===== src/rtl/bmt_pkg.sv =====
// Shared constants and codes for the breakpoint match table.
`default_nettype none
package bmt_pkg;

  localparam int SLOTS_DEFAULT     = 16;
  localparam int ADDR_BITS_DEFAULT = 32;
  localparam int IN_ADDR_W         = 32;
  localparam int OP_W              = 2;
  localparam int STATUS_W          = 2;
  localparam int USED_W            = 5;

  typedef enum logic [OP_W-1:0] {
    OP_SET      = 2'd0,
    OP_CLEAR    = 2'd1,
    OP_CHECK    = 2'd2,
    OP_RESERVED = 2'd3
  } op_t;

  typedef enum logic [STATUS_W-1:0] {
    ST_OK        = 2'd0,
    ST_FULL      = 2'd1,
    ST_NOT_FOUND = 2'd2
  } status_t;

endpackage
`default_nettype wire


===== src/rtl/breakpoint_match_table_unit.sv =====
// Breakpoint address table with set, clear and check operations.
// Each operation passes through the input register and then the result register.
// One operation per cycle unless stalled; compare and compaction are combinational.
// A full result register under stall holds off the input register, then the input.
// Reset (rst, synchronous) empties the table and drops any pending items.
// Slot contents are not reset; only slots below the count are ever compared.
`default_nettype none
module breakpoint_match_table_unit
  import bmt_pkg::*;
#(
  parameter int SLOTS     = SLOTS_DEFAULT,
  parameter int ADDR_BITS = ADDR_BITS_DEFAULT
) (
  input  wire logic                 clk,
  input  wire logic                 rst,
  input  wire logic                 in_valid,
  output logic                      in_stall,
  input  wire logic [OP_W-1:0]      op,
  input  wire logic [IN_ADDR_W-1:0] address,
  output logic                      out_valid,
  input  wire logic                 out_stall,
  output logic [STATUS_W-1:0]       status,
  output logic                      hit,
  output logic [USED_W-1:0]         entries_used
);

  localparam int CNT_W = $clog2(SLOTS + 1);

  // input register
  logic                 s1_valid;
  op_t                  s1_op;
  logic [ADDR_BITS-1:0] s1_addr;

  // table state
  logic [ADDR_BITS-1:0] slot [SLOTS];
  logic [CNT_W-1:0]     count;

  logic [ADDR_BITS+IN_ADDR_W-1:0] addr_ext;
  logic                           res_free;
  logic                           advance;
  logic [SLOTS-1:0]               match;
  logic [SLOTS-1:0]               first;
  logic [SLOTS-1:0]               shift_mask;
  logic                           any_match;
  logic                           full;
  logic                           do_set;
  logic                           do_clear;
  logic [CNT_W-1:0]               count_next;
  logic [ADDR_BITS-1:0]           slot_up [SLOTS];
  status_t                        status_next;
  logic                           hit_next;
  logic [CNT_W+USED_W-1:0]        used_ext;

  assign addr_ext = (ADDR_BITS + IN_ADDR_W)'(address);

  assign res_free = !out_valid || !out_stall;
  assign advance  = s1_valid && res_free;
  assign in_stall = s1_valid && !res_free;

  always_comb begin
    for (int i = 0; i < SLOTS; i++) begin
      match[i] = (CNT_W'(i) < count) && (slot[i] == s1_addr);
    end
  end

  assign any_match  = |match;
  assign first      = match & (~match + SLOTS'(1));
  assign shift_mask = ~(first - SLOTS'(1));
  assign full       = (count == CNT_W'(SLOTS));
  assign do_set     = advance && (s1_op == OP_SET) && !full;
  assign do_clear   = advance && (s1_op == OP_CLEAR) && any_match;

  for (genvar g = 0; g < SLOTS; g++) begin : g_up
    if (g < SLOTS - 1) begin : g_mid
      assign slot_up[g] = slot[g+1];
    end else begin : g_last
      assign slot_up[g] = slot[g];
    end
  end

  always_comb begin
    count_next  = count;
    status_next = ST_OK;
    hit_next    = 1'b0;
    case (s1_op)
      OP_SET: begin
        if (full) status_next = ST_FULL;
        else count_next = count + CNT_W'(1);
      end
      OP_CLEAR: begin
        if (any_match) count_next = count - CNT_W'(1);
        else status_next = ST_NOT_FOUND;
      end
      OP_CHECK: hit_next = any_match;
      default: ;
    endcase
  end

  assign used_ext = (CNT_W + USED_W)'(count_next);

  always_ff @(posedge clk) begin
    if (rst) begin
      s1_valid  <= 1'b0;
      out_valid <= 1'b0;
      count     <= '0;
    end else begin
      if (!in_stall) s1_valid <= in_valid;
      if (res_free) out_valid <= s1_valid;
      if (advance) count <= count_next;
    end
    if (in_valid && !in_stall) begin
      s1_op   <= op_t'(op);
      s1_addr <= addr_ext[ADDR_BITS-1:0];
    end
    if (advance) begin
      status       <= status_next;
      hit          <= hit_next;
      entries_used <= used_ext[USED_W-1:0];
    end
    for (int i = 0; i < SLOTS; i++) begin
      if (do_set && (count == CNT_W'(i))) slot[i] <= s1_addr;
      else if (do_clear && shift_mask[i]) slot[i] <= slot_up[i];
    end
  end

  a_count_range: assert property (@(posedge clk) disable iff (rst)
    count <= CNT_W'(SLOTS))
    else $error("slot count above table size");

  a_stall_cause: assert property (@(posedge clk) disable iff (rst)
    in_stall |-> (out_valid && out_stall))
    else $error("input stalled without a blocked result");

  a_full_nochange: assert property (@(posedge clk) disable iff (rst)
    (advance && s1_op == OP_SET && full) |=> (count == $past(count)))
    else $error("set on full table changed the count");

  a_one_match: assert property (@(posedge clk) disable iff (rst)
    $onehot0(first))
    else $error("first-match vector not one-hot");

  a_notfound_nochange: assert property (@(posedge clk) disable iff (rst)
    (advance && s1_op == OP_CLEAR && !any_match) |=> $stable(count))
    else $error("clear without match changed the count");

endmodule
`default_nettype wire

===== config.mk =====
export PLATFORM = sky130hd
export DESIGN_NAME = breakpoint_match_table_unit
export DESIGN_NICKNAME = d
export VERILOG_FILES = /design/src/rtl/bmt_pkg.sv /design/src/rtl/breakpoint_match_table_unit.sv
export SDC_FILE = /design/constraint.sdc
export NUM_CORES = 1
export LEC_CHECK = 0
export BUFFER_PORTS_ARGS = -buffer_cell sky130_fd_sc_hd__buf_2
export CAP_MARGIN = 0
export CORE_MARGIN = 5
export CORE_UTILIZATION = 50
export DETAILED_ROUTE_END_ITERATION = 10
export HOLD_SLACK_MARGIN = 0.02
export PLACE_DENSITY = 0.66
export REMOVE_ABC_BUFFERS = 1
export SYNTH_ARGS = -nofsm -noshare
export SYNTH_HDL_FRONTEND = slang
export SYNTH_SLANG_ARGS = --single-unit

===== constraint.sdc =====
create_clock -name clk -period 4.83 [get_ports clk]
set_input_delay 0.2415 -clock clk [delete_from_list [all_inputs] [get_ports clk]]
set_output_delay 0.2415 -clock clk [all_outputs]
set_load 0.05 [all_outputs]

==> summary.txt, run 1 <==
Seq cells post-synth: 561
Setup TNS: 0 ns
FF/Latch Area: 0.01678 mm²
Pre-antenna DRT Iters: 9
Synth Area in Simple Gates: 0.1003
Yosys top cell by area: edfxtp_1
Worst Path Max Fanout: 33
Cell Pwr Density: 310.9 mW/mm²
Routed WL: 102,600 µm
CTS Buf Count: 61
Ratio of cells with drive above 1 in the final layout: 0.2489
Top cell type's share of synthesized area: 0.5271
End-of-flow core utilization: 0.5618
Largest stage delay, worst path: 1.16 ns
Antenna violations before repair: 3
Fillers: 5,127
Slew Limit Headroom: 0.1562
Clk sink count: 561
Largest delay share family, worst path: simple AND/OR/NAND/NOR gates
Clock transition at path regs: 0.06 ns
DPL Wire Length: 69,770 µm
CTS Buffer Depth: 3
Synth Area in XOR/XNOR: 0.1424
Std-Cell Rows: 92
Vias in the first global route: 20,750
DIE WIDTH: 261.2 µm
Cell variety after synth: 68
Crit path time final: 4.448 ns
Critical path endpoint category: flop
Final Skew: 0.03291 ns
# port buffers: 47
Area of the mapped netlist: 0.03156 mm²
Crit path DAT: 4.76 ns
CP Cell Sequence: a21oi_1 > nor4_1 > nand3_1 > nor4_1 > buf_4 > nor4_1 > buf_4 > a41oi_4 > o21ai_4 > nand2_1 > buf_12
DRC viols: 0
FF-to-FF setup slack: 0.38 ns
VDD IR max: 0.2309 mV
Syn-to-layout area delta: 11.87%
Most used cell along the critical path: nor4_1
Syn_area_per_cell: 13.32 µm²
Final setup viols: 0
First-pass GRT wire length: 147,200 µm
EDFF count, synth: 554
Main combinational cell family by area after synthesis: multiplexers
Die footprint: 0.06825 mm²
CTS tree: done
Syn Inst Count: 2,370
Setup slack after layout: 0.3820 ns
Sequential share of the synthesized area: 0.5315
NumNets Final: 2,466
Largest net degree at the start of global routing: 35
Synth Area in Adders: 0.001982
Post-CTS setup repair buffer count: 0
Multi-input logic area: 0.01372 mm²
RSZ-0062 raised after global routing: false
Period utilization: 0.9209
Critical Path Slowest Stage Cell: dfxtp_1
Top FF cell, synth: edfxtp_1
# resized after CTS: 0
Total number of yosys warnings: 0
Setup CP Type: reg2reg
# diodes: 0
DRT iter0 DRCs: 2,758
Slew Limit Fails: 0
Most numerous cell in the Yosys netlist: edfxtp_1
Placed Area: 0.03303 mm²
Initial Util: 0.5022
Cts hold-fix bufs: 38
Most frequent cells after synthesis: edfxtp_1, mux2_2, xor2_1
Lkg Pwr: 11.44 nW
WP depth: 11
Core Area: 0.06285 mm²
Maximum clock frequency: 224.8 MHz
Worst setup path startpoint: count[2]
GP Congestion: 0.9745
Root Driver: clkbuf_16
Total track usage: 0.2957
Fin area: 0.03531 mm²
Vias per Instance: 6.369
Via count: 21,100
Compound-Gate Fraction of Synth Area: 0.01665
Outcome: finished clean
IO Count: 48
RR Endpoint: slot[0][148]
Wirelength per Cell: 30.97 µm
Pre-CTS WS: 0.5376 ns
Final Hold Slack: 0.3290 ns
H-tree depth: 2
Global route overflow: 0
Max cap viols: 0
Height of the die: 261.2 µm
Post-synthesis mux area share: 0.1716
Hold Crit Class: in2reg
Slew at the pin with the worst max-slew slack: 1.264 ns
Worst Path Required: 5.15 ns
Post-DRT Antenna Nets: 0
Reg2reg start: count[2]
WP buf/inv: 3
Final hold violation count: 0
CP startpoint kind: flop
Asr flop ratio synth: 0
Number of cells on the worst reg-to-reg path: 11
Crit path to: slot[0][148]
Clk_lat worst skew: 0.63 ns
Area contributors post-synth: edfxtp_1, mux2_2, xor2_1, xnor2_1, mux2_1
kinds of logic after synthesis:
family	Yosys count
flip-flops	561
AO/OA/AOI/OAI	68
multiplexers	481
AND/OR/NAND/NOR	542
buffers and inverters	200
adder cells (fa/ha/maj)	5
XOR/XNOR	513
placed cells by master, fill, tap and decap left out, drive strengths merged, types with 4 or more instances in the layout:
cell | netlist | layout
a31oi | 5 | 5
and2 | 5 | 5
a211oi | 5 | 5
nor3 | 43 | 43
clkbuf | 52 | 79
dfxtp | 7 | 7
mux2 | 481 | 481
nand3 | 39 | 39
nor2 | 62 | 62
or3 | 9 | 9
inv | 10 | 10
and3 | 12 | 12
ha | 5 | 5
o21ai | 10 | 10
nor2b | 15 | 15
or4 | 11 | 11
bufinv | 0 | 7
nor4 | 133 | 133
nand2 | 54 | 54
dlygate4sd3 | 0 | 38
nor4b | 12 | 12
a21o | 9 | 9
xnor2 | 224 | 224
buf | 138 | 142
nand2b | 5 | 5
clkinv | 0 | 20
or2 | 4 | 4
nand4 | 117 | 117
a21oi | 11 | 11
xor2 | 289 | 289
nand4b | 8 | 8
edfxtp | 554 | 554
report_power, final:
| part | total, mW | switching (mW) | internal [mW] |
|---|---|---|---|
| Clock | 4.59 | 1.92 | 2.67 |
| Combinational | 0.969 | 0.589 | 0.380 |
| Sequential | 5.42 | 0.0368 | 5.38 |
worst min-delay path by stage:
stage | depth (start not counted) | slack (ns) | start | end
after floorplan | 1 | 0.31 | rst | out_valid
after global placement | 1 | 0.42 | address[21] | s1_addr[21]
after detailed placement | 1 | 0.42 | address[6] | s1_addr[6]
after CTS | 2 | 0.29 | address[6] | s1_addr[6]
after global routing | 2 | 0.31 | address[12] | s1_addr[12]
final | 2 | 0.33 | address[12] | s1_addr[12]
layout make-up:
| cell class | instances | area share |
|---|---|---|
| Inverter | 10 | 0.001063 |
| Multi-Input combinational cell | 1609 | 0.3887 |
| Clock buffer | 79 | 0.04515 |
| Sequential cell | 561 | 0.4751 |
| Tap cell | 846 | 0.02998 |
| Timing Repair Buffer | 180 | 0.05145 |
| Clock inverter | 28 | 0.008505 |
sequential cells by signal, indices dropped and copies added (netlist names):
name and count:
entries_used 5, s1_op 2, s1_addr 32, status 2
count 5, slot 512, s1_valid 1, hit 1
out_valid 1
metrics by stage:
step	power (mW)	std cells
final	10.98	3313
after global routing	11.29	3313
after CTS	10.99	3313
after detailed placement	6.435	3168
after global placement	6.422	3168
after floorplan	6.069	2180
routing by layer:
layer,wire length (µm),global-route usage
met1,45140,0.4435
met3,10870,0.07858
met5,0,0
met2,43360,0.4252
met4,3223,0.08394
Note: power is estimated with default switching activity, not from simulation.
==> run 2, diff against run 1 <==
--- a/config.mk
+++ b/config.mk
@@ -5,10 +5,12 @@
 export SDC_FILE = /design/constraint.sdc
 export NUM_CORES = 1
 export LEC_CHECK = 0
+export ABC_AREA = 1
 export BUFFER_PORTS_ARGS = -buffer_cell sky130_fd_sc_hd__buf_2
 export CAP_MARGIN = 0
 export CORE_MARGIN = 5
 export CORE_UTILIZATION = 50
+export CTS_CLUSTER_SIZE = 20
 export DETAILED_ROUTE_END_ITERATION = 10
 export HOLD_SLACK_MARGIN = 0.02
 export PLACE_DENSITY = 0.66
==> constraint.sdc (replaced) <==
create_clock -name clk -period 4.83 [get_ports clk]
set_input_delay 0 -clock clk [delete_from_list [all_inputs] [get_ports clk]]
set_output_delay 0 -clock clk [all_outputs]
set_load 0.05 [all_outputs]
==> run 2 against run 1 <==
Net effect:
- sequential cell count unchanged
- critical endpoint is now slot[0][133]
- global-route usage is 8.2 points higher
- combinational power rose by 35%
- die area up 5.4%
- non-clock buffer count increased by 52
- synthesized cell count increased by 66%
- sequential power about the same
- maximum frequency increased by 2.7%
- largest power group unchanged
- register-to-register slack better by 0.12 ns
- worst hold slack got worse by 0.25 ns
- critical path type unchanged
- clock skew increased by 0.0030 ns
==> summary.txt, run 2 <==
Slew Limit Headroom: 0.2870 (was 0.1562)
Syn-to-layout area delta: 11.50% (was 11.87%)
FF/Latch Area: 0.01678 mm² (unchanged)
H-tree depth: 3 (was 2)
Core Area: 0.06598 mm² (was 0.06285 mm²)
Pre-CTS WS: 0.7140 ns (was 0.5376 ns)
Total Power: 11.75 mW (was 10.98 mW)
Outcome: finished clean (unchanged)
Multi-input logic area: 0.01433 mm² (was 0.01372 mm²)
Antenna violations before repair: 0 (was 3)
Post-DRT Antenna Nets: 0 (unchanged)
Fin area: 0.03717 mm² (was 0.03531 mm²)
Max reg flops: 512 (unchanged)
Period utilization: 0.8968 (was 0.9209)
VDD IR max: 0.2766 mV (was 0.2309 mV)
Compound-Gate Fraction of Synth Area: 0.07172 (was 0.01665)
DRT iter0 DRCs: 4,628 (was 2,758)
First-pass GRT wire length: 193,400 µm (was 147,200 µm)
Clk sink count: 561 (unchanged)
Critical path endpoint category: flop (unchanged)
# port buffers: 47 (unchanged)
Largest net degree at the start of global routing: 65 (was 35)
Final hold violation count: 0 (unchanged)
Total number of yosys warnings: 0 (unchanged)
Hold Crit Class: in2reg (unchanged)
Root Driver: clkbuf_16 (unchanged)
Std-Cell Rows: 94 (was 92)
EDFF count, synth: 554 (unchanged)
IO Count: 48 (unchanged)
CTS tree: done (unchanged)
Syn_area_per_cell: 8.485 µm² (was 13.32 µm²)
Slew at the pin with the worst max-slew slack: 1.068 ns (was 1.264 ns)
Maximum clock frequency: 230.9 MHz (was 224.8 MHz)
DPL Wire Length: 97,280 µm (was 69,770 µm)
Area contributors post-synth: edfxtp_1, nand2_1, xnor2_1, o21ai_0, nor2_1 (was edfxtp_1, mux2_2, xor2_1, xnor2_1, mux2_1)
Worst Path Max Fanout: 24 (was 33)
Routed WL: 138,600 µm (was 102,600 µm)
CTS Buf Count: 66 (was 61)
FF-to-FF setup slack: 0.50 ns (was 0.38 ns)
Crit path time final: 4.331 ns (was 4.448 ns)
Vias per Instance: 6.057 (was 6.369)
Area of the mapped netlist: 0.03334 mm² (was 0.03156 mm²)
Reg with most FFs: slot (unchanged)
DRT met1 WL: 55,720 µm (was 45,140 µm)
CTS Buffer Depth: 3 (unchanged)
Yosys top cell by area: edfxtp_1 (unchanged)
Worst Path Required: 5.12 ns (was 5.15 ns)
Clk_lat worst skew: 0.64 ns (was 0.63 ns)
Cell variety after synth: 54 (was 68)
Setup TNS: 0 ns (unchanged)
Sequential share of the synthesized area: 0.5032 (was 0.5315)
Metal3 WL: 20,410 µm (was 10,870 µm)
End-of-flow core utilization: 0.5634 (was 0.5618)
GP Congestion: 1.042 (was 0.9745)
Top Registers: slot x512, s1_addr x32 (unchanged)
Die footprint: 0.07194 mm² (was 0.06825 mm²)
Total track usage: 0.3776 (was 0.2957)
Max cap viols: 0 (unchanged)
Commonest non-fill, non-tap cell in the layout: nand2_1 (was edfxtp_1)
NumNets Final: 4,046 (was 2,466)
Synth Area in Simple Gates: 0.2765 (was 0.1003)
RSZ-0062 raised after global routing: false (unchanged)
DIE WIDTH: 268.2 µm (was 261.2 µm)
Asr flop ratio synth: 0 (unchanged)
Pre-antenna DRT Iters: 7 (was 9)
Final setup viols: 0 (unchanged)
Placed Area: 0.03465 mm² (was 0.03303 mm²)
Initial Util: 0.5053 (was 0.5022)
Post-synthesis mux area share: 0 (was 0.1716)
Seq cells post-synth: 561 (unchanged)
Clock transition at path regs: 0.06 ns (about the same)
Main combinational cell family by area after synthesis: simple AND/OR/NAND/NOR gates (was multiplexers)
Global route overflow: 0 (unchanged)
DRC viols: 0 (unchanged)
Cell Pwr Density: 316.2 mW/mm² (was 310.9 mW/mm²)
Synth Area in XOR/XNOR: 0.07645 (was 0.1424)
Wirelength per Cell: 28.16 µm (was 30.97 µm)
Lkg Pwr: 14.27 nW (was 11.44 nW)
Height of the die: 268.2 µm (was 261.2 µm)
Setup CP Type: reg2reg (unchanged)
Commonest non-fill, non-tap cells in the layout: nand2_1, edfxtp_1, nor2_1 (was edfxtp_1, mux2_2, xor2_1)
Syn Inst Count: 3,929 (was 2,370)
Setup slack after layout: 0.4987 ns (was 0.3820 ns)
Slew Limit Fails: 0 (unchanged)
Vias in the first global route: 26,950 (was 20,750)
Top cell type's share of synthesized area: 0.4990 (was 0.5271)
Via count: 29,820 (was 21,100)
CP startpoint kind: flop (unchanged)
Ratio of cells with drive above 1 in the final layout: 0.1011 (was 0.2489)
Fillers: 5,960 (was 5,127)
Met2 wire len: 55,660 µm (was 43,360 µm)
Final Skew: 0.03590 ns (was 0.03291 ns)
Synth Area in Adders: 0.001876 (was 0.001982)
Post-CTS setup repair buffer count: 0 (unchanged)
Top FF cell, synth: edfxtp_1 (unchanged)
Crit path DAT: 4.62 ns (was 4.76 ns)
Highest metal used: met4 (unchanged)
Most numerous cell in the Yosys netlist: nand2_1 (was edfxtp_1)
Most frequent cells after synthesis: nand2_1, edfxtp_1, nor2_1 (was edfxtp_1, mux2_2, xor2_1)
==> run 2: final timing paths <==
kind	cells past startpoint	end	start
worst max-delay path	12	slot[0][133]	s1_addr[25]
worst min-delay path	2	s1_addr[10]	address[10]
worst max register to register	12	slot[0][133]	s1_addr[25]
worst min register to register	2	slot[0][21]	slot[0][53]
==> run 2: where the power goes <==
part / switching (mW) / total (mW) / internal [mW] / leakage [nW]
Combinational: 0.929 / 1.31 / 0.381 / 8.17
Clock: 2.14 / 5.01 / 2.88 / 1.03
Sequential: 0.0392 / 5.43 / 5.39 / 5.07
==> run 2: logic make-up after synthesis <==
kind of cell             count (synthesis)
buffers and inverters                  490
flip-flops                             561
XOR/XNOR                               291
AO/OA/AOI/OAI                          467
AND/OR/NAND/NOR                       2115
adder cells (fa/ha/maj)                  5
==> run 2: critical path, cell delays in order, from the launching register on <==
cell and delay, ns:
edfxtp_1 0.40, inv_1 0.78, or2_2 0.26, nand3_1 0.09
nor3_1 0.25, nand2_1 0.11, o31ai_1 0.67, nor2_1 0.08
nand2_1 0.09, o21a_2 0.38, nand2_1 0.21, o31ai_4 0.20
buf_4 0.43
==> run 2: area by class of cell <==
class,instances,share of cell area
Inverter,264,0.02666
Clock inverter,43,0.01067
Sequential cell,561,0.4513
Multi-Input combinational cell,2878,0.3855
Antenna cell,6,0.0004039
Timing Repair Buffer,232,0.05042
Tap cell,864,0.02908
Clock buffer,76,0.04601
==> run 2: what timing repair did <==
item                      4_1_cts  5_1_grt
resized for setup               0        0
hold buffers                   40        0
hold endpoints to repair       41        0
==> run 2: per-layer routing <==
metal / vias up / track usage
li1: 13310 / -
met1: 13940 / 0.5561
met2: 2247 / 0.5225
met3: 330 / 0.1078
met4: 0 / 0.1602
met5: - / 0
==> run 2: through the flow <==
step                std cells  hold slack, ns
floorplan                3703         0.06907
finish                   4924         0.07711
detailed placement       4759          0.1781
global placement         4759          0.1761
global route             4918         0.08709
CTS                      4918         0.05354
